==> config.mk <==
export PLATFORM = sky130hd
export DESIGN_NAME = isucc_summary
export DESIGN_NICKNAME = d
export VERILOG_FILES = /design/src/rtl/isucc_pkg.sv /design/src/rtl/isucc_summary.sv
export SDC_FILE = /design/constraint.sdc
export NUM_CORES = 2
export LEC_CHECK = 0
export ABC_AREA = 1
export BUFFER_PORTS_ARGS = -buffer_cell sky130_fd_sc_hd__buf_2
export CAP_MARGIN = 15
export CORE_MARGIN = 4
export CORE_UTILIZATION = 30
export DETAILED_ROUTE_END_ITERATION = 10
export MAX_ROUTING_LAYER = met4
export SLEW_MARGIN = 20
export SYNTH_ARGS = -nofsm -noshare
export SYNTH_HDL_FRONTEND = slang
export SYNTH_SLANG_ARGS = --single-unit
==> constraint.sdc <==
create_clock -name clk_i -period 4.7 [get_ports clk_i]
set_input_delay 0.47 -clock clk_i [delete_from_list [all_inputs] [get_ports clk_i]]
set_output_delay 0.47 -clock clk_i [all_outputs]
set_load 0.1 [all_outputs]
==> src/rtl/isucc_pkg.sv <==
// isucc_pkg: shared types, sizes and bit-search helpers for the integer set
// successor block. Used by every module under rtl/; depends on nothing.
package isucc_pkg;

  // Key space and bitmap geometry
  localparam int KEY_W      = 16;
  localparam int WORD_BITS  = 64;
  localparam int WORD_SHIFT = $clog2(WORD_BITS);
  localparam int LEAF_W     = KEY_W - WORD_SHIFT;
  localparam int MID_W      = LEAF_W - WORD_SHIFT;
  localparam int LEAF_WORDS = 1 << LEAF_W;
  localparam int MID_WORDS  = 1 << MID_W;

  typedef logic [WORD_BITS-1:0]  word_t;
  typedef logic [WORD_SHIFT-1:0] lane_t;
  typedef logic [LEAF_W-1:0]     leaf_idx_t;
  typedef logic [MID_W-1:0]      mid_idx_t;
  typedef logic [MID_WORDS-1:0]  top_vec_t;
  typedef logic [KEY_W-1:0]      key_t;

  // Operation codes
  typedef enum logic [1:0] {
    OP_INSERT = 2'd0,
    OP_QUERY  = 2'd1,
    OP_SUCC   = 2'd2,
    OP_NONE   = 2'd3
  } op_e;

  // Input transaction
  typedef struct packed {
    logic [1:0] op;
    key_t       key;
  } isucc_in_t;

  // Result transaction
  typedef struct packed {
    logic found;
    key_t next_key;
  } isucc_out_t;

  // Summary lookup for the key of an accepted transaction
  typedef struct packed {
    logic     leaf_ok;   // leaf word of the key has been written
    logic     mid_hit;   // a later nonzero leaf word in the same mid word
    lane_t    mid_pos;   // lowest such leaf word within the mid word
    logic     top_hit;   // a later nonzero mid word
    mid_idx_t top_pos;   // lowest such mid word
  } hint_t;

  // Position of the lowest set bit; 0 for an empty word
  function automatic lane_t lowest_bit(word_t w);
    lane_t pos;
    pos = '0;
    for (int i = WORD_BITS - 1; i >= 0; i--) begin
      if (w[i]) begin
        pos = lane_t'(i);
      end
    end
    return pos;
  endfunction

  // Bits of w strictly above position b
  function automatic word_t bits_above(word_t w, lane_t b);
    return w & ((~word_t'(0) << b) << 1);
  endfunction

endpackage

==> src/rtl/isucc_summary.sv <==
// isucc_summary: mid and top summary bitmaps in flops, with the lookups that
// steer a successor search. Depends on isucc_pkg.
module isucc_summary (
  input  logic                 clk_i,
  input  logic                 rst_ni,
  input  logic                 set_i,
  input  isucc_pkg::leaf_idx_t set_leaf_i,
  input  isucc_pkg::key_t      look_key_i,
  input  logic                 alt_sel_i,
  input  isucc_pkg::mid_idx_t  alt_mid_i,
  output isucc_pkg::hint_t     hint_o,
  output isucc_pkg::lane_t     alt_pos_o
);

  isucc_pkg::word_t    mid_q [isucc_pkg::MID_WORDS];
  isucc_pkg::top_vec_t top_q;

  isucc_pkg::leaf_idx_t key_leaf;
  isucc_pkg::mid_idx_t  key_mid;
  isucc_pkg::lane_t     key_lane;
  isucc_pkg::mid_idx_t  set_mid;
  isucc_pkg::lane_t     set_lane;
  isucc_pkg::mid_idx_t  rd_idx;
  isucc_pkg::word_t     row;
  isucc_pkg::word_t     mid_above;
  isucc_pkg::top_vec_t  top_above;

  assign set_mid  = set_leaf_i[isucc_pkg::LEAF_W-1 -: isucc_pkg::MID_W];
  assign set_lane = set_leaf_i[isucc_pkg::WORD_SHIFT-1:0];

  // Mark a leaf word and its mid word as nonzero on insert
  always_ff @(posedge clk_i or negedge rst_ni) begin
    if (!rst_ni) begin
      for (int i = 0; i < isucc_pkg::MID_WORDS; i++) begin
        mid_q[i] <= '0;
      end
      top_q <= '0;
    end else if (set_i) begin
      mid_q[set_mid][set_lane] <= 1'b1;
      top_q[set_mid]           <= 1'b1;
    end
  end

  // Key split
  assign key_leaf = look_key_i[isucc_pkg::KEY_W-1:isucc_pkg::WORD_SHIFT];
  assign key_mid  = key_leaf[isucc_pkg::LEAF_W-1 -: isucc_pkg::MID_W];
  assign key_lane = key_leaf[isucc_pkg::WORD_SHIFT-1:0];

  // Single read port on the mid rows: key's row, or the row picked by top
  assign rd_idx = alt_sel_i ? alt_mid_i : key_mid;
  assign row    = mid_q[rd_idx];

  assign mid_above = isucc_pkg::bits_above(row, key_lane);
  assign top_above = top_q & ((~isucc_pkg::top_vec_t'(0) << key_mid) << 1);

  always_comb begin
    hint_o.leaf_ok = row[key_lane];
    hint_o.mid_hit = |mid_above;
    hint_o.mid_pos = isucc_pkg::lowest_bit(mid_above);
    hint_o.top_hit = |top_above;
    hint_o.top_pos = isucc_pkg::mid_idx_t'(
                       isucc_pkg::lowest_bit(isucc_pkg::word_t'(top_above)));
  end

  // Lowest nonzero leaf word under the selected mid row
  assign alt_pos_o = isucc_pkg::lowest_bit(row);

endmodule

# Yosys cells after proc, flatten, opt, wreduce, memory -nomap -nowiden
# Cells that the tools add are included.
[classes] n_reduce_logical=5 bitwise_logic=6 n_mux=156 shifts=2 order_cmp=8
[ops] operator="bitwise OR 1024 bit" n=1
[ops] operator="two-way mux 6 bit" n=128
[ops] operator="binary-select mux 64 bit (select 4 bit)" n=1
[ops] operator="demux 64 bit (select 4 bit)" n=1
[ops] operator="two-way mux 64 bit" n=3
[ops] operator="two-way mux 4 bit" n=17
[ops] operator="AND 64 bit" n=1
[ops] operator="OR reduction 64 bit" n=1
[ops] operator="<< shifter 64 x 6 -> 63 bit (first input constant)" n=1
[ops] operator="AND 16 bit" n=1
[ops] operator="bitwise OR 16 bit" n=1
[ops] operator="OR reduction 16 bit" n=1
[ops] operator="<< shifter 16 x 4 -> 15 bit (first input constant)" n=1
[ops] operator="< comparator 6 x 7 -> 1 bit (second input constant)" n=2
[ops] operator=">= comparator 5 bit (second input constant)" n=2
[ops] operator="NOT 4 -> 5 bit" n=2
[ops] operator="binary-select mux 1 bit (select 6 bit)" n=1
[ops] operator="demux 1 bit (select 6 bit)" n=1
[ops] operator=">= comparator 6 x 1 -> 1 bit (second input constant)" n=1
[ops] operator="< comparator 4 x 5 -> 1 bit (second input constant)" n=1
[ops] operator="< comparator 5 x 1 -> 1 bit (second input constant)" n=1
[ops] operator="demux 1 bit (select 4 bit)" n=1
[ops] operator=">= comparator 4 x 1 -> 1 bit (second input constant)" n=1
[ops] operator="logical AND 1 bit" n=3
[ops] operator="two-way mux 1 bit" n=3
[totals] reg_bits=1040 input_bits=34 wordCells=194

# Longest topological paths before layout
[depth] word_depth=70 mapped_depth=73 mapped_depth_nobuf=71

# Least setup slack after synthesis
# OpenSTA, ideal clock, no wires.
[synth_timing] kind="input port to output port" start="input alt_sel_i" end="output alt_pos_o[4]" arrival_time_ns=6.228 cell_stages=31 slack_ns=-1.998 path_buffers=19 required_time_ns=4.230 cell_sequence="buf_6 nand2_2 nand2_4 buf_6 buf_6 buf_8 buf_6 buf_6 buf_6 buf_6 buf_6 buf_6 buf_6 buf_6 buf_6 buf_6 buf_6 buf_6 buf_2 buf_6 buf_4 o21ai_1 nand2_1 o221ai_1 nand2_1 nor2_1 nand4_1 nor2_1 inv_1 nor2_1 a21boi_0"
[synth_between] elab_chain_len=69
[synth_lines] element="start, declared" line_no="isucc_summary.sv:9" rtl="input logic alt_sel_i,"
[synth_lines] element="two-way mux 4 bit *" line_no="isucc_summary.sv:50" rtl="assign rd_idx = alt_sel_i ? alt_mid_i : key_mid;"
[synth_lines] element="NOT 4 -> 5 bit (implied by the code) *" line_no="isucc_summary.sv:51" rtl="assign row = mid_q[rd_idx];"
[synth_lines] element="binary-select mux 64 bit (select 4 bit) *" line_no="isucc_summary.sv:51"
[synth_lines] element="two-way mux 64 bit (implied by the code) * (2 in series)" line_no="isucc_summary.sv:51"
[synth_lines] element="two-way mux 6 bit (63 in series)" line_no="isucc_pkg.sv:55" rtl="if (w[i]) begin"
[synth_lines] element="two-way mux 6 bit *" line_no="isucc_pkg.sv:55"
[synth_lines] element="end, declared" line_no="isucc_summary.sv:12" rtl="output isucc_pkg::lane_t alt_pos_o"
# Mark *: on every way between the ends. The rest lies on a longest branch, timed or not. The select of a mux whose other input is x is not followed.

==> flow_metrics.tcl <==
set metrics [dict create \
    status "finished with violations" \
    violations "setup timing" \
    ant_nets 0 \
    routed-via-count 39600 \
    ys_warn_count 0 \
    insertion_delay_ns 0.70 \
    grt_remaining_overflow 0 \
    grt_pass1_wl_um 241000 \
    dieArea_um2 165000 \
    dpl-instance-area_um2 52400 \
    numCtsBuffers 106 \
    cts_tree "yes" \
    synth-seq-cells 1039 \
    dieWidth_um 406 \
    pin_count 53 \
    crit_required_ns 4.23 \
    synthCells 5202 \
    core_um2 157000 \
    avgSynthCellArea_um2 9.15 \
    synthToLayoutAreaGrowth_pct 20.6 \
    max_stage_delay_ns 0.36 \
    fin_crit_sh_pct 126 \
    power_leakage_nw 27.2 \
    drive_above_1_share_pct 15.4 \
    clkTransAtPathRegs_ns 0.07 \
    placementRows 145 \
    ys_seq_area_share_pct 54.6 \
    synth.top_cell.area_share_pct 54.6 \
    cts_buffer_depth 3 \
    final_hold_viol_count 0 \
    ys.flop_type "dfrtp_1" \
    rsz0062_at_grt "true" \
    dr.first_iter.drc_count 3883 \
    grt_usage_pct 19.3 \
    synth_nets 5236 \
    grt_pass1_vias 38300 \
    die_y_um 406 \
    hold_path_class "input port to register" \
    routed_wl_um 157000 \
    design_area_um2 57400 \
    critPathMostFrequentCell "nand2_1" \
    clock.fmax_mhz 169 \
    powerDensity_nw_per_um2 371 \
    place_ws_ns -1.34 \
    antenna_found_initial 4 \
    timing.final.ws_setup_ns -1.21 \
    place_congestion 0.942 \
    dp.cells 7319 \
    netlist_area_um2 47600 \
    async_flop_share_pct 100 \
    clock_skew_ns 0 \
    start_util_pct 30.3 \
    vias_per_cell 5.24 \
    worstSetupStartpointType "register" \
    crit_path_end_kind "output port" \
    grt_max_degree 117 \
    fin_util_pct 36.6 \
    worst_hold_slack_ns 0.227 \
    fin_nets 5447 \
    yosys.area.top_type "dfrtp_1" \
    nFillCells 15700 \
    slowest_stage "dfrtp_1" \
    worstSetupPathType "register to output port" \
    cp.arrival_ns 5.44 \
    worstPathMaxFanout 2 \
    ys_types 45 \
    total_power_mw 21.3 \
    peakVddDrop_v 0.000283 \
    max_slew_margin_pct 22.0 \
    drcViolationCount 0 \
    cts-htree-levels 3 \
    io_buffers 46 \
    ctsRootBufferMaster "clkbuf_16" \
    synthTopCellsByArea "dfrtp_1 (55%), o21ai_0 (9.9%), o21bai_1 (9.6%)" \
    final_common_cell "dfrtp_1" \
    finalCriticalPeriod_ns 5.91 \
    final_cell_mix "dfrtp_1 (1039), o21ai_0 (913), o21bai_1 (608), inv_1 (540), nand2_1 (534)" \
    slew_viol_final 0 \
    cts_sinks 1039 \
    max-cap-violations 0 \
    fin_cells 7558 \
    timing.setup.tns_ns -3.42 \
    routedWlPerCell_um 20.8 \
    post-dp-hpwl_um 92100 \
    synth_edf_count 0 \
    worst_pin_slew_ns 1.17 \
    first_pass_iters 5 \
    finalSetupViolCount 5 \
]
[routing by layer]
metal	wire [um]	GRT usage (%)
met5	0	-
met1	71700	27.1
met3	11300	2.92
met4	4650	5.87
met2	69500	28.8
[cells in the mapped netlist, types with 6 or more instances]
library cell  number
o21bai_1         609
nor4_1             6
buf_4             52
clkbuf_1         205
inv_2              7
nor3_1            31
o21ai_1           93
buf_2             74
a221oi_1           7
nor2_1           220
inv_1            553
o211ai_1          72
o221ai_1          89
a21oi_1          355
dfrtp_1         1039
buf_6             58
o21ai_0          943
nand3_1          125
nand4_1            8
o22ai_1           16
nand2_1          591
a31oi_1            6
[where the power goes]
group	internal, mW	switching [mW]
combinational	1.33	2.23
sequential	9.08	0.0648
clock	4.96	3.66
[worst max-delay path: cells and delay by family (launching register included)]
kind	cells	cell delay, ns
AOI/OAI and AO/OA	1	0.06
buffers and inverters	3	0.36
DFF	1	0.36
and+or+nand+nor	67	3.97
[path summary, 6_finish.rpt]
| kind | start | to | slack, ns | cells past startpoint |
|---|---|---|---|---|
| max | mid_q[574] | hint_o[5] | -1.21 | 71 |
| min in group asynchronous | rst_ni | mid_q[904] | 0.41 | 2 |
| min | set_leaf_i[8] | top_q[1] | 0.23 | 4 |
| min reg2reg | top_q[3] | top_q[3] | 0.45 | 2 |
| max in group asynchronous | rst_ni | mid_q[327] | 3.11 | 3 |
| max reg2reg | mid_q[638] | mid_q[638] | 3.94 | 3 |
[what timing repair did]
| item | CTS | global route |
|---|---|---|
| gates resized for setup | 133 | 95 |
| gates cloned | 11 | 5 |
| hold buffers | 1 | 0 |
| endpoints found under the setup margin | 14 | 14 |
| pin swaps | 39 | 47 |
| buffers inserted | 20 | 10 |
| hold endpoints to repair | 65 | 0 |
[final cells by class]
class                   count  area [um2]  area share [%]
clock buffers             165        3240            5.64
diodes                      1        2.50         0.00436
well taps                2058        2570            4.48
repair buffers            497        5000            8.71
inverters                 565        2140            3.73
multi-input cells        3204       18100            31.6
flip-flops and latches   1039       26000            45.3
clock inverters            29         327           0.569
[sequential cells by signal (all words and copies together), names as in the netlist]
name / flops
mid_q: 1024
top_q: 15
[logic make-up (layout without fill, tap and decap cells)]
family / Yosys count / count (layout) / share of synthesized area [%]
AND/OR/NAND/NOR: 987 / 988 / 8.36
AO/OA/AOI/OAI: 2216 / 2216 / 27.9
buffers and inverters: 960 / 1256 / 9.12
flip-flops: 1039 / 1039 / 54.6
other: 0 / 1 / 0
No activity file was read; power rests on OpenSTA's default activity.
